File: src/sv/gs1p_pkg.sv
// ----------------------------------------------------------------------------
// gs1p_pkg: shared types and tables for the GS1 element string parser
// Holds the byte class record that travels from front to back, the result
// status codes and the application identifier table.
// ----------------------------------------------------------------------------
`default_nettype none

package gs1p_pkg;

   // Group separator byte.
   localparam logic [7:0] GS_BYTE = 8'h1D;

   // Number of entries in the application identifier table.
   localparam int AI_COUNT = 26;

   // Result status codes.
   typedef enum logic [1:0] {
      ST_PROGRESS = 2'd0,
      ST_ACCEPT   = 2'd1,
      ST_REJECT   = 2'd2
   } status_type;

   // Parser phase, one-hot.
   typedef enum logic [2:0] {
      PH_AI    = 3'b001,
      PH_FIELD = 3'b010,
      PH_ERROR = 3'b100
   } phase_type;

   // One queued transaction together with the class of its byte.
   typedef struct packed {
      logic       command;
      logic [7:0] data_byte;
      logic       is_digit;
      logic       is_alnum;
      logic       is_gs;
   } item_type;

   // Result of looking up a prefix value in the table.
   typedef struct packed {
      logic       found;
      logic [4:0] index;
   } ai_match_type;

   // Maps a prefix value to its table position.
   function automatic ai_match_type ai_lookup(input logic [8:0] value);
      ai_match_type m;
      m.found = 1'b1;
      unique case (value)
         9'd0:    m.index = 5'd0;
         9'd1:    m.index = 5'd1;
         9'd2:    m.index = 5'd2;
         9'd10:   m.index = 5'd3;
         9'd11:   m.index = 5'd4;
         9'd12:   m.index = 5'd5;
         9'd13:   m.index = 5'd6;
         9'd15:   m.index = 5'd7;
         9'd16:   m.index = 5'd8;
         9'd17:   m.index = 5'd9;
         9'd20:   m.index = 5'd10;
         9'd21:   m.index = 5'd11;
         9'd22:   m.index = 5'd12;
         9'd240:  m.index = 5'd13;
         9'd241:  m.index = 5'd14;
         9'd311:  m.index = 5'd15;
         9'd90:   m.index = 5'd16;
         9'd91:   m.index = 5'd17;
         9'd92:   m.index = 5'd18;
         9'd93:   m.index = 5'd19;
         9'd94:   m.index = 5'd20;
         9'd95:   m.index = 5'd21;
         9'd96:   m.index = 5'd22;
         9'd97:   m.index = 5'd23;
         9'd98:   m.index = 5'd24;
         9'd99:   m.index = 5'd25;
         default: begin
            m.found = 1'b0;
            m.index = 5'd0;
         end
      endcase
      return m;
   endfunction

   // Field length (exact for fixed fields, maximum for variable fields).
   function automatic logic [6:0] ai_length(input logic [4:0] index);
      logic [6:0] len;
      unique case (index) inside
         5'd0:                        len = 7'd18;
         5'd1, 5'd2:                  len = 7'd14;
         5'd3, 5'd11, 5'd12:          len = 7'd20;
         5'd4, 5'd5, 5'd6, 5'd7,
         5'd8, 5'd9:                  len = 7'd6;
         5'd10:                       len = 7'd2;
         5'd13, 5'd14, 5'd16:         len = 7'd30;
         5'd15:                       len = 7'd7;
         default:                     len = 7'd90;
      endcase
      return len;
   endfunction

   // True for identifiers whose field is of variable length.
   function automatic logic ai_variable(input logic [4:0] index);
      logic var_len;
      unique case (index) inside
         5'd3, 5'd11, 5'd12, 5'd13, 5'd14: var_len = 1'b1;
         default: var_len = (index >= 5'd16);
      endcase
      return var_len;
   endfunction

endpackage

`default_nettype wire

File: src/sv/gs1p_front.sv
// ----------------------------------------------------------------------------
// gs1p_front: byte classifier and two-entry queue
// Accepts request transactions, tags each byte with its character class and
// holds it until the parser core takes it.
// ----------------------------------------------------------------------------
`default_nettype none

module gs1p_front (
   input  wire logic              clock,
   input  wire logic              reset,
   input  wire logic              req_valid,
   output logic                   req_ready,
   input  wire logic              req_command,
   input  wire logic [7:0]        req_data_byte,
   output logic                   q_valid,
   output gs1p_pkg::item_type     q_item,
   input  wire logic              q_pop
);
   import gs1p_pkg::*;

   item_type   entry_ff [2];
   logic       wr_ptr_ff, wr_ptr_in;
   logic       rd_ptr_ff, rd_ptr_in;
   logic [1:0] count_ff, count_in;
   item_type   new_item;
   logic       push;
   logic [7:0] b;

   // Character classes of the incoming byte.
   always_comb begin
      b = req_data_byte;
      new_item.command   = req_command;
      new_item.data_byte = req_data_byte;
      new_item.is_digit  = (b >= 8'h30) && (b <= 8'h39);
      new_item.is_gs     = (b == GS_BYTE);
      // Digits and the punctuation set happen to fill 0x25 through 0x3F.
      new_item.is_alnum  = (b == 8'h21) || (b == 8'h22) ||
                           ((b >= 8'h25) && (b <= 8'h3F)) ||
                           ((b >= 8'h41) && (b <= 8'h5A)) ||
                           (b == 8'h5F) ||
                           ((b >= 8'h61) && (b <= 8'h7A));
   end

   assign req_ready = (count_ff != 2'd2);
   assign push      = req_valid && req_ready;
   assign q_valid   = (count_ff != 2'd0);
   assign q_item    = entry_ff[rd_ptr_ff];

   // Queue pointers and fill count.
   always_comb begin
      wr_ptr_in = wr_ptr_ff ^ push;
      rd_ptr_in = rd_ptr_ff ^ q_pop;
      count_in  = count_ff;
      if (push && !q_pop) begin
         count_in = count_ff + 2'd1;
      end else if (!push && q_pop) begin
         count_in = count_ff - 2'd1;
      end
   end

   always_ff @(posedge clock) begin
      if (reset) begin
         wr_ptr_ff <= 1'b0;
         rd_ptr_ff <= 1'b0;
         count_ff  <= 2'd0;
      end else begin
         wr_ptr_ff <= wr_ptr_in;
         rd_ptr_ff <= rd_ptr_in;
         count_ff  <= count_in;
      end
   end

   // Queue storage.
   always_ff @(posedge clock) begin
      if (push) begin
         entry_ff[wr_ptr_ff] <= new_item;
      end
   end

endmodule

`default_nettype wire

File: src/sv/gs1p_back.sv
// ----------------------------------------------------------------------------
// gs1p_back: parser core and result register
// Runs the element string state machine on one queued byte per cycle when the
// result register can accept, holding the result until the consumer takes it.
// ----------------------------------------------------------------------------
`default_nettype none

module gs1p_back (
   input  wire logic              clock,
   input  wire logic              reset,
   input  wire logic              q_valid,
   input  wire gs1p_pkg::item_type q_item,
   output logic                   q_pop,
   output logic                   rsp_valid,
   input  wire logic              rsp_ready,
   output logic [4:0]             rsp_ai_index,
   output logic [7:0]             rsp_data_byte_out,
   output logic                   rsp_has_byte,
   output logic                   rsp_item_end,
   output logic [1:0]             rsp_status
);
   import gs1p_pkg::*;

   phase_type    phase_ff, phase_in;
   logic [6:0]   prefix_digits_ff, prefix_digits_in;
   logic [1:0]   prefix_count_ff, prefix_count_in;
   logic [4:0]   current_ai_ff, current_ai_in;
   logic [6:0]   field_count_ff, field_count_in;

   logic         rsp_valid_ff, rsp_valid_in;
   logic [4:0]   ai_ff, ai_in;
   logic [7:0]   byte_ff, byte_in;
   logic         has_byte_ff, has_byte_in;
   logic         item_end_ff, item_end_in;
   status_type   status_ff, status_in;

   logic         produce;
   logic [8:0]   prefix_value;
   ai_match_type match;
   logic [6:0]   len;
   logic         var_len;
   logic [6:0]   count_next;

   assign q_pop = q_valid && (!rsp_valid_ff || rsp_ready);

   // Prefix value and table lookup.
   always_comb begin
      prefix_value = 9'(prefix_digits_ff) * 9'd10 + 9'(q_item.data_byte[3:0]);
      match        = ai_lookup(prefix_value);
      len          = ai_length(current_ai_ff);
      var_len      = ai_variable(current_ai_ff);
      count_next   = field_count_ff + 7'd1;
   end

   // Parser state machine.
   always_comb begin
      phase_in         = phase_ff;
      prefix_digits_in = prefix_digits_ff;
      prefix_count_in  = prefix_count_ff;
      current_ai_in    = current_ai_ff;
      field_count_in   = field_count_ff;
      produce          = 1'b0;
      ai_in            = 5'd0;
      byte_in          = 8'd0;
      has_byte_in      = 1'b0;
      item_end_in      = 1'b0;
      status_in        = ST_PROGRESS;

      if (q_item.command) begin
         // End of message: report the verdict (none from the error phase) and restart.
         unique case (phase_ff)
            PH_AI: begin
               produce   = 1'b1;
               status_in = (prefix_count_ff == 2'd0) ? ST_ACCEPT : ST_REJECT;
            end
            PH_FIELD: begin
               produce = 1'b1;
               if (var_len) begin
                  ai_in       = current_ai_ff;
                  item_end_in = 1'b1;
                  status_in   = ST_ACCEPT;
               end else begin
                  status_in = ST_REJECT;
               end
            end
            default: produce = 1'b0;
         endcase
         phase_in         = PH_AI;
         prefix_digits_in = 7'd0;
         prefix_count_in  = 2'd0;
         current_ai_in    = 5'd0;
         field_count_in   = 7'd0;
      end else begin
         unique case (phase_ff)
            PH_AI: begin
               if (!q_item.is_digit) begin
                  produce   = 1'b1;
                  status_in = ST_REJECT;
                  phase_in  = PH_ERROR;
               end else if (prefix_count_ff == 2'd0) begin
                  prefix_digits_in = 7'(q_item.data_byte[3:0]);
                  prefix_count_in  = 2'd1;
               end else if (match.found) begin
                  current_ai_in    = match.index;
                  field_count_in   = 7'd0;
                  prefix_digits_in = 7'd0;
                  prefix_count_in  = 2'd0;
                  phase_in         = PH_FIELD;
               end else if ((prefix_count_ff == 2'd1) &&
                            ((prefix_value == 9'd24) || (prefix_value == 9'd31))) begin
                  prefix_digits_in = prefix_value[6:0];
                  prefix_count_in  = 2'd2;
               end else begin
                  produce   = 1'b1;
                  status_in = ST_REJECT;
                  phase_in  = PH_ERROR;
               end
            end
            PH_FIELD: begin
               if (var_len && q_item.is_gs) begin
                  // Separator closes a variable field.
                  produce        = 1'b1;
                  ai_in          = current_ai_ff;
                  item_end_in    = 1'b1;
                  phase_in       = PH_AI;
                  field_count_in = 7'd0;
               end else if ((field_count_ff >= len) ||
                            (var_len ? !q_item.is_alnum : !q_item.is_digit)) begin
                  produce   = 1'b1;
                  status_in = ST_REJECT;
                  phase_in  = PH_ERROR;
               end else begin
                  produce        = 1'b1;
                  ai_in          = current_ai_ff;
                  byte_in        = q_item.data_byte;
                  has_byte_in    = 1'b1;
                  field_count_in = count_next;
                  // A fixed field ends at its exact count.
                  if (!var_len && (count_next >= len)) begin
                     item_end_in    = 1'b1;
                     phase_in       = PH_AI;
                     field_count_in = 7'd0;
                  end
               end
            end
            default: produce = 1'b0;
         endcase
      end
   end

   // Result register hand-off.
   always_comb begin
      rsp_valid_in = rsp_valid_ff && !rsp_ready;
      if (q_pop) begin
         rsp_valid_in = produce;
      end
   end

   always_ff @(posedge clock) begin
      if (reset) begin
         phase_ff         <= PH_AI;
         prefix_digits_ff <= 7'd0;
         prefix_count_ff  <= 2'd0;
         current_ai_ff    <= 5'd0;
         field_count_ff   <= 7'd0;
         rsp_valid_ff     <= 1'b0;
      end else begin
         if (q_pop) begin
            phase_ff         <= phase_in;
            prefix_digits_ff <= prefix_digits_in;
            prefix_count_ff  <= prefix_count_in;
            current_ai_ff    <= current_ai_in;
            field_count_ff   <= field_count_in;
         end
         rsp_valid_ff <= rsp_valid_in;
      end
   end

   // Result payload.
   always_ff @(posedge clock) begin
      if (q_pop && produce) begin
         ai_ff       <= ai_in;
         byte_ff     <= byte_in;
         has_byte_ff <= has_byte_in;
         item_end_ff <= item_end_in;
         status_ff   <= status_in;
      end
   end

   assign rsp_valid         = rsp_valid_ff;
   assign rsp_ai_index      = ai_ff;
   assign rsp_data_byte_out = byte_ff;
   assign rsp_has_byte      = has_byte_ff;
   assign rsp_item_end      = item_end_ff;
   assign rsp_status        = status_ff;

endmodule

`default_nettype wire

File: src/sv/gs1_element_string_parser.sv
// ----------------------------------------------------------------------------
// gs1_element_string_parser: streaming GS1 element string parser
// Recognizes application identifier prefixes, checks field characters and
// lengths, and reports each data byte, element end and message verdict.
// ----------------------------------------------------------------------------
//
//  Channel  Direction  Handshake              Payload
//  req      in         req_valid/req_ready    req_command, req_data_byte
//  rsp      out        rsp_valid/rsp_ready    rsp_ai_index, rsp_data_byte_out,
//                                             rsp_has_byte, rsp_item_end,
//                                             rsp_status
//
//  One byte per cycle is sustained while rsp_ready is high: the parser core
//  handles one queued transaction each cycle that its result register is
//  free or being taken. A result passes through a queue entry, then the
//  result register. Synchronous reset returns the parser to expecting AI
//  digits and empties the queue and the result register. When rsp_ready
//  is low the two-entry queue absorbs input before req_ready drops.
//
`default_nettype none

module gs1_element_string_parser (
   input  wire logic        clock,
   input  wire logic        reset,
   input  wire logic        req_valid,
   output logic             req_ready,
   input  wire logic        req_command,
   input  wire logic [7:0]  req_data_byte,
   output logic             rsp_valid,
   input  wire logic        rsp_ready,
   output logic [4:0]       rsp_ai_index,
   output logic [7:0]       rsp_data_byte_out,
   output logic             rsp_has_byte,
   output logic             rsp_item_end,
   output logic [1:0]       rsp_status
);
   import gs1p_pkg::*;

   logic     q_valid;
   item_type q_item;
   logic     q_pop;

   // Classifier and queue.
   gs1p_front u_front (
      .clock         (clock),
      .reset         (reset),
      .req_valid     (req_valid),
      .req_ready     (req_ready),
      .req_command   (req_command),
      .req_data_byte (req_data_byte),
      .q_valid       (q_valid),
      .q_item        (q_item),
      .q_pop         (q_pop)
   );

   // Parser core and result register.
   gs1p_back u_back (
      .clock             (clock),
      .reset             (reset),
      .q_valid           (q_valid),
      .q_item            (q_item),
      .q_pop             (q_pop),
      .rsp_valid         (rsp_valid),
      .rsp_ready         (rsp_ready),
      .rsp_ai_index      (rsp_ai_index),
      .rsp_data_byte_out (rsp_data_byte_out),
      .rsp_has_byte      (rsp_has_byte),
      .rsp_item_end      (rsp_item_end),
      .rsp_status        (rsp_status)
   );

endmodule

`default_nettype wire
File: config.mk
export PLATFORM = sky130hd
export DESIGN_NAME = gs1_element_string_parser
export DESIGN_NICKNAME = d
export VERILOG_FILES = /design/src/sv/gs1p_pkg.sv /design/src/sv/gs1p_front.sv /design/src/sv/gs1p_back.sv /design/src/sv/gs1_element_string_parser.sv
export SDC_FILE = /design/constraint.sdc
export NUM_CORES = 1
export LEC_CHECK = 0
export ABC_AREA = 1
export BUFFER_PORTS_ARGS = -buffer_cell sky130_fd_sc_hd__buf_2
export CAP_MARGIN = 10
export CORE_MARGIN = 1
export CORE_UTILIZATION = 57
export CTS_BUF_LIST = sky130_fd_sc_hd__clkbuf_8
export CTS_CLUSTER_SIZE = 20
export DETAILED_ROUTE_END_ITERATION = 8
export PLACE_DENSITY = 0.8
export SLEW_MARGIN = 40
export SYNTH_ARGS = -nofsm -noshare
export SYNTH_HDL_FRONTEND = slang
export SYNTH_HIERARCHICAL = 1
export SYNTH_SLANG_ARGS = --single-unit
File: constraint.sdc
create_clock -name clock -period 3.7 [get_ports clock]
set_clock_uncertainty 0.2 [all_clocks]
set_input_delay 0.37 -clock clock [delete_from_list [all_inputs] [get_ports clock]]
set_output_delay 0.37 -clock clock [all_outputs]
set_load 0.01 [all_outputs]
* Word-level counts from Yosys, hierarchy flattened
Memory sizes are Yosys's and may differ from the RTL's. A register that Yosys moved wholly into a read port is not among the register bits.
Cells that the tools add are included.
** Operators by class
- Add/sub/neg operators :: 4
- Multiply operators :: 1
- Order comparisons :: 11
- Equality and inequality tests :: 59
- Mux-type cells :: 77
- Bitwise gates (word level) :: 3
- Reductions and logical operators :: 51
** Operator list (count)
- 5-bit case mux with 25 select lines :: 1
- 7-bit 2-to-1 mux :: 13
- 9-bit by 7-bit == test with 1-bit output, second input constant :: 10
- 9-bit by 5-bit == test with 1-bit output, second input constant :: 7
- 5-bit 2-to-1 mux :: 11
- 7-bit case mux with 7 select lines :: 1
- 9-bit by 4-bit == test with 1-bit output, second input constant :: 5
- 5-bit by 4-bit == test with 1-bit output, second input constant :: 8
- 2-bit 2-to-1 mux :: 17
- 26-bit OR reduction :: 1
- 3-bit 2-to-1 mux :: 8
- 1-bit 2-to-1 mux :: 21
- 5-bit by 3-bit == test with 1-bit output, second input constant :: 4
- 9-bit by 8-bit == test with 1-bit output, second input constant :: 2
- 8-bit by 6-bit == test with 1-bit output, second input constant :: 2
- 8-bit by 6-bit >= comparator with 1-bit output, second input constant :: 2
- 8-bit by 7-bit >= comparator with 1-bit output, second input constant :: 2
- 8-bit by 6-bit less-or-equal comparator with 1-bit output, second input constant :: 2
- 8-bit by 7-bit less-or-equal comparator with 1-bit output, second input constant :: 2
- 7-bit >= comparator :: 2
- 7-bit case mux with 2 select lines :: 1
- 1-bit logical AND :: 13
- 5-bit by 2-bit == test with 1-bit output, second input constant :: 2
- 5-bit AND reduction :: 2
- 43 further kinds :: 67
** Storage, ports and cells
- Register bits after elaboration :: 46
- Memory bits (writable) :: 24
- Logic and storage cells :: 221
- Memories kept :: 1
** Memory list
- u_front.entry_ff :: words 2, bits a word 12, read ports 1, clocked after Yosys merged registers in 1, wr ports 1, line gs1p_front.sv:21 : item_type entry_ff [2];

* Longest topological paths before layout
- Word-level depth :: 12
- Depth in mapped cells :: 24
- Depth with buffers taken out :: 24

* Hierarchy
Netlist, hierarchy kept.
** By module, submodules not included
- gs1p_back :: times used 1, cells each 553, area an instance 3731.1 um2, seq. area each 1011.0 um2
- gs1p_front :: times used 1, cells each 115, area an instance 1301.2 um2, seq. area each 800.8 um2

* Worst setup path before layout
No wires, ideal clock.
- Kind :: register -> register
- Start point :: register, netlist name u_front/rd_ptr_ff
- End point :: register u_back.ai_ff[0], in the netlist u_back/rsp_ai_index[0] (enable)
- Arrival time :: 3229 ps
- Required time :: 3131 ps
- Setup slack :: -98 ps
- Cell stages (with the launch flop) :: 20
- Buffers on the path :: 1
- Clock period less this slack :: 3798 ps
- Path through :: dfxtp_1 buf_4 mux2_2 ha_1 fa_1 nand2_1 inv_1 nor2_1 inv_1 nand2_1 nor3_2 nand3_1 nand2_4 nor2_4 nand2_2 nor2_4 nand4_1 nand3_1 nand2_1 inv_1
** RTL lines
- end signal: assignment :: line gs1p_back.sv:182 : ai_ff <= ai_in;
- end: declaration :: line gs1p_back.sv:31 : logic [4:0] ai_ff, ai_in;

* Worst setup path after layout
- Start point :: register u_back.prefix_digits_ff[3]
- End point :: register u_back.byte_ff[5], in the netlist u_back/rsp_data_byte_out[5] (enable)
** Between the ends
- Longest elaborated chain between the ends :: 12
** RTL lines
- start: declaration :: line gs1p_back.sv:25 : logic [6:0] prefix_digits_ff, prefix_digits_in;
- start signal: assignment :: line gs1p_back.sv:170 : prefix_digits_ff <= prefix_digits_in;
- 7-bit by 3-bit multiplier with 8-bit output (*) :: line gs1p_back.sv:48 : prefix_value = 9'(prefix_digits_ff) * 9'd10 + 9'(q_item.data_byte[3:0]);
- 9-bit by 4-bit adder with 9-bit output (*) :: line gs1p_back.sv:48
- branches (longest 4 deep; another with 26-bit OR reduction)
- 1-bit 2-to-1 mux (*) :: line gs1p_back.sv:103 : end else if (match.found) begin
- 1-bit 2-to-1 mux (*) :: line gs1p_back.sv:100 : end else if (prefix_count_ff == 2'd0) begin
- 1-bit 2-to-1 mux (*) :: line gs1p_back.sv:96 : if (!q_item.is_digit) begin
- 1-bit case mux with 2 select lines (*) :: line gs1p_back.sv:94 : unique case (phase_ff)
- 1-bit 2-to-1 mux (*) :: line gs1p_back.sv:69 : if (q_item.command) begin
- 1-bit logical AND (*) :: line gs1p_back.sv:181 : if (q_pop && produce) begin
- end signal: assignment :: line gs1p_back.sv:183 : byte_ff <= byte_in;
- end: declaration :: line gs1p_back.sv:32 : logic [7:0] byte_ff, byte_in;
Mark *: on every way between the ends.
A chain may end at the register's enable or synchronous reset.

==> flow_summary_export.csv <==
group,metric,value,unit
status,run_status,"complete, no violations",
yosys,syn_nets,711,
global_route,globalRoute.totalOverflow,0,
placed_design,finalWeightedCongestion,0.9245,
power_and_ir_drop,power_frac_comb,64.1,%
final_layout,areaGrowthSynthToFinish,17.28,%
routing,first_pass_iters,5,
power_and_ir_drop,max-vdd-ir-drop,0.6148,mV
global_route,grt_pass1_vias,4221,
yosys,ys_dominant_reg_cell,"sky130_fd_sc_hd__edfxtp_1",
clock_tree,cts.htree.levels,3,
setup_path,worstPathRequired,3.61,ns
global_route,grt_first_pass_wirelength,19180,um
final_layout,num_antenna_cells,0,
min_path,hold_path_end,"u_front/entry_ff[0][9]$_DFFE_PP_",
final_layout,post_route_cells_drive_above_1_share,24.18,%
power_and_ir_drop,switching_share,47.71,%
yosys,sequential_fraction_of_the_synthesis_area,36.00,%
setup_path,cp_max_fo,8,
setup_path,kind_of_start_point_of_the_critical_path,"register",
routing,drc_errors,0,
routing,top_layer_used,"met4",
routing,drt_wl_total,12100,um
min_path,launch_point_of_the_worst_hold_path,"req_data_byte[6]",
power_and_ir_drop,pwr-share-clk,13.7,%
global_route,grt_antenna_before_repair,0,
global_route,global_route.usage.total,27.22,%
final_layout,utilization_of_the_core_after_routing,70.41,%
clock_tree,clock_net_sink_count,70,
routing,routed_wire_length_per_instance,14.46,um
placed_design,preCtsSetupSlack,-0.07096,ns
routing,ant_nets,0,
floorplanning,initial_core_util,60.04,%
placed_design,hpwlAfterDp,8890,um
power_and_ir_drop,seqPwrFrac,22.3,%
clock_tree,cts_inserted_buffers,9,
floorplanning,placeableCoreArea,0.008382,mm^2
power_and_ir_drop,intPower,2922,uW
yosys,synthesis.area,0.005032,mm^2
yosys,synth_warnings,6,
routing,via_per_inst,5.484,
timing,period_minus_slack,3.631,ns
yosys,post_synth.cell_area_avg,7.533,um^2
timing,worst_pin_slew,0.7392,ns
yosys,synthDominantAreaCellType,"sky130_fd_sc_hd__edfxtp_1",
min_path,worst_min_delay_path_class,"input port to register",
timing,finalHoldViolations,0,
setup_path,critical_path.slowest_cell,"sky130_fd_sc_hd__fa_1",
clock_tree,max-clock-path-buffers,2,
floorplanning,die_h,95.96,um
power_and_ir_drop,netSwitchingPower,2666,uW
clock_tree,cts_tree,"yes",
power_and_ir_drop,total_leakage_power,0.002766,uW
timing,max_freq,275.4,MHz
setup_path,cpLargestDelayFamily,"simple AND/OR/NAND/NOR gates",
final_layout,nNetsFinal,770,
yosys,ys_ff_latch,70,
yosys,most_instantiated_library_cell_after_synthesis,"sky130_fd_sc_hd__nand2_1",
job,max-cap-violations,0,
setup_path,timing.critical_path.buf_inv,5,
yosys,yosysUniqueCellTypes,53,
timing,timing.max_slew.rel_slack,50.34,%
clock_tree,clock_latency,0.34,ns
setup_path,r2r.worst_path.cells,21,
routing,detail_route.wirelength.met1,5301,um
clock_tree,clk_pin_slew_worst_paths,0.08,ns
timing,setup_repair_after_global_routing_missed_its_margin,"true",
routing,initialDrtViolationCount,281,
setup_path,cp_data_arrival_time,3.55,ns
routing,detailroute.wirelength.met2,5927,um
routing,met3_wirelength,718,um
yosys,synth-edff-count,41,
timing,drv_slew,0,
min_path,hold_path_cell_cnt,1,
floorplanning,io_pins,32,
floorplanning,die_w,95.96,um
timing,worst_slack,0.06910,ns
setup_path,critical_path.endpoint_type,"register",
timing,layout_worst_path_cycle_share,98.13,%
global_route,pin_count_of_the_biggest_net_entering_global_routing,19,
setup_path,r2r_setup_slack,0.07,ns
floorplanning,die_area,0.009208,mm^2
routing,routed_vias,4590,
setup_path,worst-setup-path-type,"register to register",
setup_path,worstReg2RegEnd,"u_back/rsp_data_byte_out[5]$_SDFFCE_PP0P_",
floorplanning,placementRows,33,
yosys,synth_area_leaders,"sky130_fd_sc_hd__edfxtp_1 24%, sky130_fd_sc_hd__dfxtp_1 12%, sky130_fd_sc_hd__nand2_1 11%",
setup_path,critPathMostFrequentCell,"sky130_fd_sc_hd__nand2_2",
timing,final-setup-viol-count,0,
power_and_ir_drop,power-per-cell-area,946.7,mW/mm^2
setup_path,crit_path_max_incr_delay,0.57,ns
yosys,top_cell_type_s_share_of_synthesized_area,24.47,%
setup_path,worstPathCellList,"ha_4, ha_4, fa_1, nand2_2, inv_4, nand2_4, nor2_4, inv_1, nand2_2, nand3_4, nor2_8, o211ai_1, nand2_2, inv_2, nand2_2, nor2_4, nand4_1, nand3_1, nand2_2, clkinvlp_4, clkbuf_16",
placed_design,portBuffers,31,
yosys,synth-async-reset-ratio,0,%
clock_tree,cts_root_buffer,"sky130_fd_sc_hd__clkbuf_8",
yosys,postSynthCellCount,668,
yosys,ys_top_cells_by_count,"153 x sky130_fd_sc_hd__nand2_1, 92 x sky130_fd_sc_hd__inv_1, 89 x sky130_fd_sc_hd__nor2_1, 52 x sky130_fd_sc_hd__nand3_1, 41 x sky130_fd_sc_hd__edfxtp_1",
setup_path,worstReg2RegStart,"u_back/prefix_digits_ff[3]$_SDFFE_PP0P_",
-- metal layers --
| layer | vias to the layer above | GRT usage [%] |
|---|---|---|
| li1 | 2310 | - |
| met1 | 2115 | 35.60 |
| met2 | 149 | 46.67 |
| met3 | 16 | 5.213 |
| met4 | 0 | 6.095 |
| met5 | - | 0 |
-- flip-flops by register name, indices dropped and copies added (netlist names), 2 cells and up --
signal and cells:
u_back/prefix_digits_ff 7, u_front/entry_ff 24, u_back/rsp_data_byte_out 8, u_back/prefix_count_ff 2, u_back/rsp_ai_index 5, u_back/field_count_ff 7, u_back/current_ai_ff 5, u_back/phase_ff 3
u_front/count_ff 2, u_back/rsp_status 2
-- timing repair --
action                                  in CTS  in global routing
pin swaps                                    4                 14
gates resized for setup                      5                 39
hold endpoints to repair                     0                  1
buffers inserted                             4                  4
endpoints found under the setup margin      24                 42
cloned                                       0                  1
hold buffers                                 0                  1
-- worst max path at each step --
stage / from / cells past startpoint / end / slack (ns)
after global routing: u_back/prefix_digits_ff[3]$_SDFFE_PP0P_ / 21 / u_back/rsp_data_byte_out[7]$_SDFFCE_PP0P_ / -0.07
after detailed placement: u_back/prefix_digits_ff[3]$_SDFFE_PP0P_ / 21 / u_back/rsp_data_byte_out[5]$_SDFFCE_PP0P_ / -0.07
final: u_back/prefix_digits_ff[3]$_SDFFE_PP0P_ / 21 / u_back/rsp_data_byte_out[5]$_SDFFCE_PP0P_ / 0.07
after CTS: u_back/prefix_digits_ff[3]$_SDFFE_PP0P_ / 21 / u_back/rsp_ai_index[3]$_DFFE_PP_ / 0.01
after floorplan: u_front/rd_ptr_ff$_SDFF_PP0_ / 19 / u_back/rsp_ai_index[0]$_DFFE_PP_ / 0.05
after global placement: u_back/prefix_digits_ff[3]$_SDFFE_PP0P_ / 21 / u_back/rsp_data_byte_out[6]$_SDFFCE_PP0P_ / 0.04
-- power groups by stage --
stage	Clock, uW	Sequential [uW]	Combinational (uW)
3_5_place_dp	0	1240	3080
3_3_place_gp	0	1240	3010
2_1_floorplan	0	1250	2270
5_1_grt	813	1270	3930
6_report	764	1240	3580
4_1_cts	784	1230	3210
-- cells by family (layout without fill, tap and decap cells) --
group           after synthesis  in the layout  share of synthesized area [%]
buf+inv                     114            178                          9.174
compound gates               68             68                          8.255
simple gates                366            366                          34.73
fa+ha+maj                    30             30                          7.757
flops                        70             70                          36.00
mux                          12             12                          2.685
xor+xnor                      8              8                          1.392
-- layout make-up --
| class | count | area [um^2] |
|---|---|---|
| repair buffers | 58 | 405.4 |
| clock buffers | 10 | 137.6 |
| well taps | 105 | 131.4 |
| inverters | 104 | 399.1 |
| clock inverters | 6 | 116.4 |
| multi-input cells | 484 | 2892 |
| flip-flops and latches | 70 | 1821 |
| fillers | 658 | 2480 |
-- placed cells by master, fill, tap and decap left out, types with 3 or more instances in the layout --
master,count
sky130_fd_sc_hd__inv_1,91
sky130_fd_sc_hd__nor2_1,82
sky130_fd_sc_hd__nand3_4,4
sky130_fd_sc_hd__o21ai_1,3
sky130_fd_sc_hd__edfxtp_1,41
sky130_fd_sc_hd__o211ai_1,5
sky130_fd_sc_hd__o21a_1,4
sky130_fd_sc_hd__o21ai_0,11
sky130_fd_sc_hd__clkbuf_8,10
sky130_fd_sc_hd__nand2_1,144
sky130_fd_sc_hd__nand4_1,10
sky130_fd_sc_hd__mux2_2,12
sky130_fd_sc_hd__nand3_2,11
sky130_fd_sc_hd__buf_4,21
sky130_fd_sc_hd__ha_1,24
sky130_fd_sc_hd__buf_2,31
sky130_fd_sc_hd__xor2_1,6
sky130_fd_sc_hd__nand3_1,50
sky130_fd_sc_hd__dfxtp_1,26
sky130_fd_sc_hd__nor3_1,10
sky130_fd_sc_hd__nor2_2,14
sky130_fd_sc_hd__bufinv_16,3
sky130_fd_sc_hd__inv_2,8
sky130_fd_sc_hd__nand2_4,4
sky130_fd_sc_hd__nor2_4,5
sky130_fd_sc_hd__a21oi_1,27
sky130_fd_sc_hd__nand2_2,22
-- metrics by stage --
| step | instance area, um^2 | total power [uW] | setup TNS, ns | hold slack, ns | instances |
|---|---|---|---|---|---|
| after global routing | 5902 | 6013 | -1.072 | 0.06832 | 837 |
| after global placement | 5383 | 4244 | 0 | 0.2411 | 811 |
| final | 5902 | 5587 | 0 | 0.07269 | 837 |
| after CTS | 5683 | 5224 | 0 | 0.0003486 | 831 |
| after floorplan | 5036 | 3520 | 0 | 0.2205 | 668 |
| after detailed placement | 5383 | 4325 | -1.198 | 0.2544 | 811 |
Power figures use the tool's default switching activity.
